## src/hdl/toroidal_life_generation_macros.svh

```systemverilog
// Assertion helpers for the top-level block, which checks itself.
`ifndef TOROIDAL_LIFE_GENERATION_MACROS_SVH
`define TOROIDAL_LIFE_GENERATION_MACROS_SVH

// Check on every clock edge outside reset.
`define TLG_ASSERT(name, prop, msg) \
  name: assert property (@(posedge clk) disable iff (rst) (prop)) else $error(msg);

// Check on every clock edge, reset included.
`define TLG_ASSERT_ALWAYS(name, prop, msg) \
  name: assert property (@(posedge clk) (prop)) else $error(msg);

`endif

```

## src/hdl/tlg_pkg.sv

```systemverilog
package tlg_pkg;

  localparam int GRID_WIDTH_DEF  = 64;
  localparam int GRID_HEIGHT_DEF = 32;

  localparam int MODE_W      = 2;
  localparam int COL_W       = 6;
  localparam int ROW_FIELD_W = 5;
  localparam int IN_DATA_W   = 16;
  localparam int OUT_DATA_W  = 8;

  localparam int NEIGH_W = 4;
  localparam logic [NEIGH_W-1:0] NEIGH_BIRTH = 4'd3;
  localparam logic [NEIGH_W-1:0] NEIGH_KEEP  = 4'd2;

  typedef enum logic [MODE_W-1:0] {
    MODE_WRITE = 2'd0,
    MODE_READ  = 2'd1,
    MODE_STEP  = 2'd2
  } mode_t;

endpackage

```

## src/hdl/tlg_row_mem.sv

```systemverilog
module tlg_row_mem #(
  parameter int DEPTH = tlg_pkg::GRID_HEIGHT_DEF,
  parameter int ROW_W = tlg_pkg::GRID_WIDTH_DEF
) (
  input  logic                     clk,
  input  logic                     wr_en,
  input  logic [$clog2(DEPTH)-1:0] wr_addr,
  input  logic [ROW_W-1:0]         wr_data,
  input  logic                     rd_en,
  input  logic [$clog2(DEPTH)-1:0] rd_addr,
  output logic [ROW_W-1:0]         rd_data
);

  logic [ROW_W-1:0] mem [DEPTH];

  always_ff @(posedge clk) begin
    if (wr_en) begin
      mem[wr_addr] <= wr_data;
    end
    if (rd_en) begin
      rd_data <= mem[rd_addr];
    end
  end

endmodule

```

## src/hdl/tlg_row_rule.sv

```systemverilog
module tlg_row_rule #(
  parameter int ROW_W = tlg_pkg::GRID_WIDTH_DEF
) (
  input  logic [ROW_W-1:0] up,
  input  logic [ROW_W-1:0] mid,
  input  logic [ROW_W-1:0] dn,
  output logic [ROW_W-1:0] nxt
);

  localparam int NW = tlg_pkg::NEIGH_W;

  for (genvar c = 0; c < ROW_W; c++) begin : g_col
    localparam int LF = (c + ROW_W - 1) % ROW_W;
    localparam int RT = (c + 1) % ROW_W;
    logic [NW-1:0] n;

    assign n = NW'(up[LF]) + NW'(up[c]) + NW'(up[RT])
             + NW'(mid[LF]) + NW'(mid[RT])
             + NW'(dn[LF]) + NW'(dn[c]) + NW'(dn[RT]);
    assign nxt[c] = (n == tlg_pkg::NEIGH_BIRTH) || ((n == tlg_pkg::NEIGH_KEEP) && mid[c]);
  end

endmodule

```

## src/hdl/toroidal_life_generation.sv

```systemverilog
// Channel   Dir  Bits  Contents
// s_axis    in   16    request: mode, col, row, alive
// m_axis    out  8     result: cell_alive, op_done
//
// Cell read or write inside the grid: access state, then finish loads the result register.
// Generation: rows go through the rule in the generation state, one row per cycle,
// bounded by the single read port of the row memory; finish then loads the result.
// After reset every row of the memory is cleared; no request is taken meanwhile.
// A new request is taken while a result waits in the output register.
`include "toroidal_life_generation_macros.svh"

module toroidal_life_generation #(
  parameter int GRID_WIDTH  = tlg_pkg::GRID_WIDTH_DEF,
  parameter int GRID_HEIGHT = tlg_pkg::GRID_HEIGHT_DEF
) (
  input  logic                           clk,
  input  logic                           rst,
  input  logic                           s_axis_tvalid,
  output logic                           s_axis_tready,
  // [1:0] mode, [7:2] col, [12:8] row, [13] alive
  input  logic [tlg_pkg::IN_DATA_W-1:0]  s_axis_tdata,
  output logic                           m_axis_tvalid,
  input  logic                           m_axis_tready,
  // [0] cell_alive, [1] op_done
  output logic [tlg_pkg::OUT_DATA_W-1:0] m_axis_tdata
);

  localparam int AW = $clog2(GRID_HEIGHT);
  localparam int CW = $clog2(GRID_WIDTH);
  localparam int GW = $clog2(GRID_HEIGHT + 3);
  localparam logic [AW-1:0] LAST_ROW      = AW'(GRID_HEIGHT - 1);
  localparam logic [GW-1:0] STEP_SAVE     = GW'(2);
  localparam logic [GW-1:0] STEP_WR_FIRST = GW'(3);
  localparam logic [GW-1:0] STEP_RD_LAST  = GW'(GRID_HEIGHT);
  localparam logic [GW-1:0] STEP_LAST     = GW'(GRID_HEIGHT + 2);

  typedef enum logic [2:0] {
    ST_CLEAR,
    ST_IDLE,
    ST_ACCESS,
    ST_GEN,
    ST_FINISH
  } state_t;

  state_t st;

  logic [tlg_pkg::MODE_W-1:0]      in_mode;
  logic [tlg_pkg::COL_W-1:0]       in_col;
  logic [tlg_pkg::ROW_FIELD_W-1:0] in_row;
  logic                            in_alive;
  logic                            in_inside;
  logic                            s_fire;

  logic [CW-1:0]         req_col;
  logic [AW-1:0]         req_row;
  logic                  req_alive;
  logic                  req_write;
  logic                  res_cell;
  logic                  res_done;
  logic [GW-1:0]         gen_step;
  logic [AW-1:0]         wr_row;
  logic [GRID_WIDTH-1:0] w_a;
  logic [GRID_WIDTH-1:0] w_b;
  logic [GRID_WIDTH-1:0] row0;

  logic                  mem_wr_en;
  logic [AW-1:0]         mem_wr_addr;
  logic [GRID_WIDTH-1:0] mem_wr_data;
  logic                  mem_rd_en;
  logic [AW-1:0]         mem_rd_addr;
  logic [GRID_WIDTH-1:0] rd_data;
  logic [GRID_WIDTH-1:0] rule_dn;
  logic [GRID_WIDTH-1:0] rule_out;
  logic [GRID_WIDTH-1:0] bit_mask;
  logic [GRID_WIDTH-1:0] bit_set;

  assign in_mode   = s_axis_tdata[1:0];
  assign in_col    = s_axis_tdata[7:2];
  assign in_row    = s_axis_tdata[12:8];
  assign in_alive  = s_axis_tdata[13];
  assign in_inside = (int'(in_col) < GRID_WIDTH) && (int'(in_row) < GRID_HEIGHT);

  assign s_axis_tready = (st == ST_IDLE);
  assign s_fire        = s_axis_tvalid && s_axis_tready;

  assign rule_dn  = (gen_step == STEP_LAST) ? row0 : rd_data;
  assign bit_mask = GRID_WIDTH'(1) << req_col;
  assign bit_set  = GRID_WIDTH'(req_alive) << req_col;

  always_comb begin
    mem_rd_en   = 1'b0;
    mem_rd_addr = AW'(in_row);
    mem_wr_en   = 1'b0;
    mem_wr_addr = wr_row;
    mem_wr_data = rule_out;
    unique case (st)
      ST_CLEAR: begin
        mem_wr_en   = 1'b1;
        mem_wr_data = '0;
      end
      ST_IDLE: begin
        mem_rd_en = s_fire && in_inside &&
                    ((in_mode == tlg_pkg::MODE_WRITE) || (in_mode == tlg_pkg::MODE_READ));
      end
      ST_ACCESS: begin
        mem_wr_en   = req_write;
        mem_wr_addr = req_row;
        mem_wr_data = (rd_data & ~bit_mask) | bit_set;
      end
      ST_GEN: begin
        mem_rd_en   = (gen_step <= STEP_RD_LAST);
        mem_rd_addr = (gen_step == '0) ? LAST_ROW : AW'(gen_step - GW'(1));
        mem_wr_en   = (gen_step >= STEP_WR_FIRST);
      end
      default: begin
      end
    endcase
  end

  tlg_row_mem #(
    .DEPTH (GRID_HEIGHT),
    .ROW_W (GRID_WIDTH)
  ) u_mem (
    .clk     (clk),
    .wr_en   (mem_wr_en),
    .wr_addr (mem_wr_addr),
    .wr_data (mem_wr_data),
    .rd_en   (mem_rd_en),
    .rd_addr (mem_rd_addr),
    .rd_data (rd_data)
  );

  tlg_row_rule #(
    .ROW_W (GRID_WIDTH)
  ) u_rule (
    .up  (w_a),
    .mid (w_b),
    .dn  (rule_dn),
    .nxt (rule_out)
  );

  always_ff @(posedge clk) begin
    if (rst) begin
      st            <= ST_CLEAR;
      wr_row        <= '0;
      gen_step      <= '0;
      m_axis_tvalid <= 1'b0;
    end else begin
      if (m_axis_tvalid && m_axis_tready && (st != ST_FINISH)) begin
        m_axis_tvalid <= 1'b0;
      end
      unique case (st)
        ST_CLEAR: begin
          if (wr_row == LAST_ROW) begin
            wr_row <= '0;
            st     <= ST_IDLE;
          end else begin
            wr_row <= wr_row + AW'(1);
          end
        end
        ST_IDLE: begin
          if (s_fire) begin
            req_col   <= CW'(in_col);
            req_row   <= AW'(in_row);
            req_alive <= in_alive;
            req_write <= (in_mode == tlg_pkg::MODE_WRITE);
            res_cell  <= 1'b0;
            gen_step  <= '0;
            wr_row    <= '0;
            unique case (tlg_pkg::mode_t'(in_mode))
              tlg_pkg::MODE_WRITE,
              tlg_pkg::MODE_READ: begin
                res_done <= 1'b1;
                st       <= in_inside ? ST_ACCESS : ST_FINISH;
              end
              tlg_pkg::MODE_STEP: begin
                res_done <= 1'b1;
                st       <= ST_GEN;
              end
              default: begin
                res_done <= 1'b0;
                st       <= ST_FINISH;
              end
            endcase
          end
        end
        ST_ACCESS: begin
          res_cell <= req_write ? req_alive : rd_data[req_col];
          st       <= ST_FINISH;
        end
        ST_GEN: begin
          gen_step <= gen_step + GW'(1);
          w_a      <= w_b;
          w_b      <= rd_data;
          if (gen_step == STEP_SAVE) begin
            row0 <= rd_data;
          end
          if (gen_step >= STEP_WR_FIRST) begin
            wr_row <= wr_row + AW'(1);
          end
          if (gen_step == STEP_LAST) begin
            st <= ST_FINISH;
          end
        end
        ST_FINISH: begin
          if (!m_axis_tvalid || m_axis_tready) begin
            m_axis_tvalid <= 1'b1;
            m_axis_tdata  <= {6'b0, res_done, res_cell};
            st            <= ST_IDLE;
          end
        end
        default: st <= ST_IDLE;
      endcase
    end
  end

  `TLG_ASSERT(a_no_port_clash, (mem_wr_en && mem_rd_en) |-> (mem_wr_addr != mem_rd_addr), "row memory read and write hit the same row")
  `TLG_ASSERT(a_wr_row_trails, (st == ST_GEN && gen_step >= STEP_WR_FIRST) |-> (wr_row == AW'(gen_step - STEP_WR_FIRST)), "generation write row out of step with reads")
  `TLG_ASSERT(a_result_from_finish, $rose(m_axis_tvalid) |-> ($past(st) == ST_FINISH), "result raised outside finish")
  `TLG_ASSERT_ALWAYS(a_reset_clears, rst |=> (st == ST_CLEAR && !m_axis_tvalid), "reset did not start the clearing pass")

endmodule
```

## config.mk

```make
export PLATFORM = sky130hd
export DESIGN_NAME = toroidal_life_generation
export DESIGN_NICKNAME = d
export VERILOG_FILES = /design/src/hdl/tlg_pkg.sv /design/src/hdl/tlg_row_mem.sv /design/src/hdl/tlg_row_rule.sv /design/src/hdl/toroidal_life_generation.sv
export VERILOG_INCLUDE_DIRS = /design/src /design/src/hdl
export SDC_FILE = /design/constraint.sdc
export NUM_CORES = 2
export LEC_CHECK = 0
export BUFFER_PORTS_ARGS = -buffer_cell sky130_fd_sc_hd__buf_2
export CELL_PAD_IN_SITES_DETAIL_PLACEMENT = 0
export CELL_PAD_IN_SITES_GLOBAL_PLACEMENT = 1
export CORE_MARGIN = 3
export CORE_UTILIZATION = 55
export CTS_CLUSTER_DIAMETER = 150
export CTS_CLUSTER_SIZE = 14
export DETAILED_ROUTE_END_ITERATION = 10
export PLACE_DENSITY_LB_ADDON = 0.1
export SYNTH_ARGS = -nofsm -noshare
export SYNTH_HDL_FRONTEND = slang
export SYNTH_SLANG_ARGS = --single-unit
export TNS_END_PERCENT = 100
```

## constraint.sdc

```tcl
create_clock -name clk -period 25.3 [get_ports clk]
set_input_delay 1.265 -clock clk [delete_from_list [all_inputs] [get_ports clk]]
set_output_delay 1.265 -clock clk [all_outputs]
set_load 0.005 [all_outputs]
```

Word level (Yosys, flattened, before mapping)
Memory sizes are Yosys's and may differ from the RTL's. A register that Yosys moved wholly into a read port is not among the register bits.
Index checks and enable logic that the tools add are counted.

storage, ports and cells
  bits in registers = 224
  memory bits (writable) = 2,048
  input port bits = 20
  output and inout port bits = 10
  logic and storage cells = 799
  memories kept = 1

memories
  memory     words  bits a word  read ports  clocked after memory_dff  write ports  line               RTL
  u_mem.mem  32     64           1           1                         1            tlg_row_mem.sv:14  logic [ROW_W-1:0] mem [DEPTH];

cells by class
  add/sub/neg operators = 451
  magnitude comparators = 3
  eq/ne operators = 143
  shift-type cells = 2
  muxes and demuxes = 30
  bitwise logic cells = 4
  reduce and logical (&&, ||, !) cells = 151

operators with widths
  cell                                                                  count
  4-bit by 1-bit adder with 4-bit output                                384
  4-bit by 2-bit == test with 1-bit output, second input constant       128
  1-bit by 1-bit adder with 2-bit output                                64
  64-bit case mux with 2 select lines                                   1
  1-bit logical AND                                                     68
  1-bit logical OR                                                      66
  64-bit bitwise AND                                                    1
  64-bit 2-to-1 mux                                                     1
  64-bit inverter                                                       1
  64-bit bitwise OR                                                     1
  1-bit by 6-bit << shifter with 64-bit output                          1
  1-bit by 6-bit << shifter with 64-bit output, first input constant    1
  5-bit 2-to-1 mux                                                      6
  3-bit case mux with 5 select lines                                    1
  5-bit case mux with 3 select lines                                    1
  3-bit AND reduction                                                   5
  3-bit 2-to-1 mux                                                      4
  6-bit case mux with 2 select lines                                    1
  1-bit 2-to-1 mux                                                      9
  2-bit != test, second input constant                                  4
  6-bit by 7-bit < comparator with 1-bit output, second input constant  1
  6-bit by 1-bit adder with 6-bit output, second input constant         1
  1-bit binary-select mux with 6-bit select                             1
  3-bit by 2-bit == test with 1-bit output, second input constant       2
  other kinds (28)                                                      31

Depth between registers and ports, before layout
  depth after elaboration = 11
  mapped depth = 17
  gate-level depth less buffers = 13

Modules after synthesis
Synthesis repeated with hierarchy kept, for this count alone.

unflattened totals
  cell total of the unflattened synthesis = 5,103
  area, all modules = 101,028.1 µm²

by module, submodules not included
  module                    times used  cells each  area each (µm²)  sequential area each (µm²)
  tlg_row_mem               1           3,096       79,605.1         63,420.8
  tlg_row_rule              1           1,211       10,877.9         0.0
  toroidal_life_generation  1           796         10,545.1         6,576.3

Worst setup path before layout
OpenSTA, ideal clock, no wires.

  path type = input to register
  start point = input rst
  end point = register row0[0], enable pin
  setup time = 666 ps
  arrival time = 8,124 ps
  data required time = 24,634 ps
  path slack = 16,510 ps
  stages on the path = 2
  buffers on the path = 1
  cells stage by stage = clkbuf_1 -> nor4b_1

between the ends
  longest elaborated chain between the ends = 2

RTL lines
  item                           line                             RTL
  from (decl)                    toroidal_life_generation.sv:17   input logic rst,
  1-bit inverter (no line)       n/a
  3-bit AND reduction (no line)  n/a
  to (signal assigned)           toroidal_life_generation.sv:196  row0 <= rd_data;
  to (decl)                      toroidal_life_generation.sv:64   logic [GRID_WIDTH-1:0] row0;

No other way between the ends.
A chain may end at the register's enable or synchronous reset.

Final worst setup path
  start point = register st[0]
  end point = register u_mem.rd_data[13], read port of u_mem.mem, data pin

between the ends
  longest elaborated chain between the ends = 4
  elaborated cells between the ends (all ways) = 6
  classes of those cells = eq/ne: 2; mux: 2; reduce/logical: 2

RTL lines
  item                                      line                                                            RTL
  from (decl)                               toroidal_life_generation.sv:45                                  state_t st;
  from (signal assigned)                    toroidal_life_generation.sv:174                                 st <= in_inside ? ST_ACCESS : ST_FINISH;
  3-bit by 1-bit == test with 1-bit output  toroidal_life_generation.sv:83, toroidal_life_generation.sv:96
  1-bit logical AND                         toroidal_life_generation.sv:84                                  assign s_fire = s_axis_tvalid && s_axis_tready;
  1-bit logical AND                         toroidal_life_generation.sv:102                                 mem_rd_en = s_fire && in_inside &&
  1-bit case mux with 2 select lines        toroidal_life_generation.sv:96                                  unique case (st)
  to (decl)                                 tlg_row_mem.sv:11                                               output logic [ROW_W-1:0] rd_data

Parallel ways exist; a longest one is shown, timed or not.

==> reports/metrics.yaml <==
outcome:
  status: "complete, no violations"
yosys:
  syn_area_um2: 103000
  ys_top_cells_by_count: "2321 x edfxtp_1, 503 x inv_1, 433 x nand2_1"
  synth_top_area_share_pct: 67.7
  synth-seq-area-share_pct: 68.0
  ys_top_cells_by_area: "edfxtp_1 68%, mux4_2 6.0%, fa_1 4.2%"
  synthFlopType: "edfxtp_1"
  yosysMostFrequentCell: "edfxtp_1"
  syn_inst: 6315
  synth-async-reset-ratio_pct: 0
  ys_ff_latch: 2336
  synth-edff-count: 2321
  synth_area_leader_cell: "edfxtp_1"
  ys_warn_count: 0
  synth.distinct_cells: 75
  syn-mean-instance-area_um2: 16.3
timing:
  skew_ns: 0.0261
  min_period_ns: 6.69
  finalMaxSlewViolations: 0
  max_freq_mhz: 150
  rsz0062_at_grt: "no"
  post-route-period-util_pct: 26.4
  worstMarginPinSlew_ns: 1.34
  setup_slack_ns: 18.61
  hold_viol: 0
  relSlewSlack_pct: 10.6
  setup_viol: 0
  fin_tns_setup_ns: 0
power:
  ir_drop_uv: 97.3
  powerDensity_nw_per_um2: 78.8
  leakagePower_nw: 39.1
  total_power_w: 0.00889
clocking:
  cts_tree: "yes"
  htreeDepth: 4
  clk_latency_ns: 0.85
  cts_setup_buffers: 0
  clock-root-buffer: "clkbuf_16"
  clk_pin_slew_ns: 0.07
  clk_path_buf_depth: 3
  postCtsHoldBufs: 0
  cts_made_buffers: 184
  cts_resized: 0
  clock-sinks: 2336
critical_path:
  crit_family: "buffers and inverters"
  crit_path_frequent_cell: "buf_4"
  crit_path_top_delay_cell: "a2bb2oi_1"
  start_kind: "register"
  cp-end-kind: "register"
  critPathMaxStageDelay_ns: 0.86
  critical_path.max_fanout: 66
  cp_num_buf_inv: 4
  cp.arrival_ns: 7.19
  critPathKind: "reg -> reg"
  cp.required_ns: 25.80
  crit_chain: "and3b_1 -> o211ai_4 -> buf_4 -> nand2_8 -> buf_4 -> buf_4 -> buf_4 -> mux4_2 -> nand2_1 -> a2bb2oi_1 -> a2bb2oi_1"
layout:
  sequential_cell_area_um2: 70000
  finalNetCount: 6883
  fillers: 13600
  multi_input_area_um2: 31100
  area_delta_synth_final_pct: 9.61
  drive_above_1_share_pct: 14.8
  final_cell_area_um2: 113000
floorplanning:
  coreArea_um2: 186000
  start_util_pct: 55.4
  die_w_um: 439
  dieArea_um2: 192000
  die_y_um: 439
  rows: 158
  ioPinCount: 30
placement:
  dpl.hpwl_um: 168000
  place_ws_ns: 18.47
  gp_congestion: 0.865
  io_buffer_count: 21
  post_dp_cell_area_um2: 108000
routing:
  vias_per_cell: 6.62
  num_vias: 59000
  drcViolationCount: 0
  routed_wl_um: 297000
  firstDrtPassIters: 6
  wl_per_cell_um: 33.3
  ant_nets: 0
  drt_iter0_drc: 7292
flow_run:
  drv_cap: 0
grt:
  antenna_found_initial: 12
  grt_pass1_vias: 58300
  grt_pass1_wl_um: 422000
  overflow: 0
  grt.total_usage_pct: 31.0
  grt_max_degree: 129
min_path:
  hold_class: "reg -> reg"
[layer usage]
metal	vias to the layer above	GRT usage, %	routed length [um]
li1	24400	-	-
met1	31200	43.7	119000
met2	2870	49.4	141000
met3	528	5.56	26900
met4	4	9.96	10100
met5	-	0	25
[state kept, by name, summed over array words and instances, names as in the netlist]
register and flops:
res_cell 1, m_axis_tdata 2, m_axis_tvalid 1, req_col 6, st 3, req_alive 1
w_a 64, row0 64, res_done 1, gen_step 6, u_mem.rd_data 64, w_b 64
wr_row 5, req_row 5, u_mem.mem 2048, req_write 1
[logic make-up after synthesis]
| group | after synthesis | synth area share, % |
|---|---|---|
| flip-flops | 2336 | 68.0 |
| AO/OA/AOI/OAI | 1075 | 7.05 |
| AND/OR/NAND/NOR | 864 | 3.82 |
| buffers and inverters | 832 | 3.26 |
| multiplexers | 708 | 10.4 |
| adder cells (fa/ha/maj) | 454 | 7.10 |
| XOR/XNOR | 45 | 0.383 |
| other | 1 | 0.00364 |
[power by group]
part,total (W),internal [W],switching [W]
registers,0.00476,0.00469,0.0000787
clock network,0.00262,0.00132,0.00130
logic,0.00150,0.000435,0.00107
total,0.00889,0.00644,0.00245
[placed cells by master (no fill, tap or decap), drive strengths merged, types with 169 or more instances in the layout]
cell type / Yosys / final
edfxtp: 2321 / 2321
inv: 503 / 510
nand2: 434 / 434
mux2i: 333 / 333
mux4: 275 / 275
o21ai: 244 / 244
ha: 237 / 237
a21oi: 235 / 235
buf: 136 / 232
fa: 217 / 217
clkbuf: 193 / 196
nor2: 169 / 169
[metrics by stage]
step / hold slack, ns / util (%) / std cells
CTS: 0.438 / 60.8 / 8911
finish: 0.436 / 60.8 / 8916
floorplan: 0.400 / - / 6320
global placement: 0.414 / 58.1 / 8703
detailed placement: 0.420 / 58.1 / 8703
global route: 0.440 / 60.8 / 8911
[path summary, 6_finish.rpt]
path	from	to	slack, ns	cells past startpoint
setup / recovery	st[0]	u_mem.rd_data[13]	18.61	11
hold / removal	res_done	m_axis_tdata[1]	0.44	0
setup reg to reg	st[0]	u_mem.rd_data[13]	18.61	11
hold reg to reg	res_done	m_axis_tdata[1]	0.44	0
[area by class of cell]
cell class / count / share of cell area (%)
multi-input cells: 3152 / 27.6
clock inverters: 12 / 0.170
diodes: 5 / 0.0111
flip-flops and latches: 2336 / 62.1
inverters: 503 / 1.67
repair buffers: 232 / 1.56
well taps: 2480 / 2.75
clock buffers: 196 / 4.20
Power figures use the tool's default switching activity.
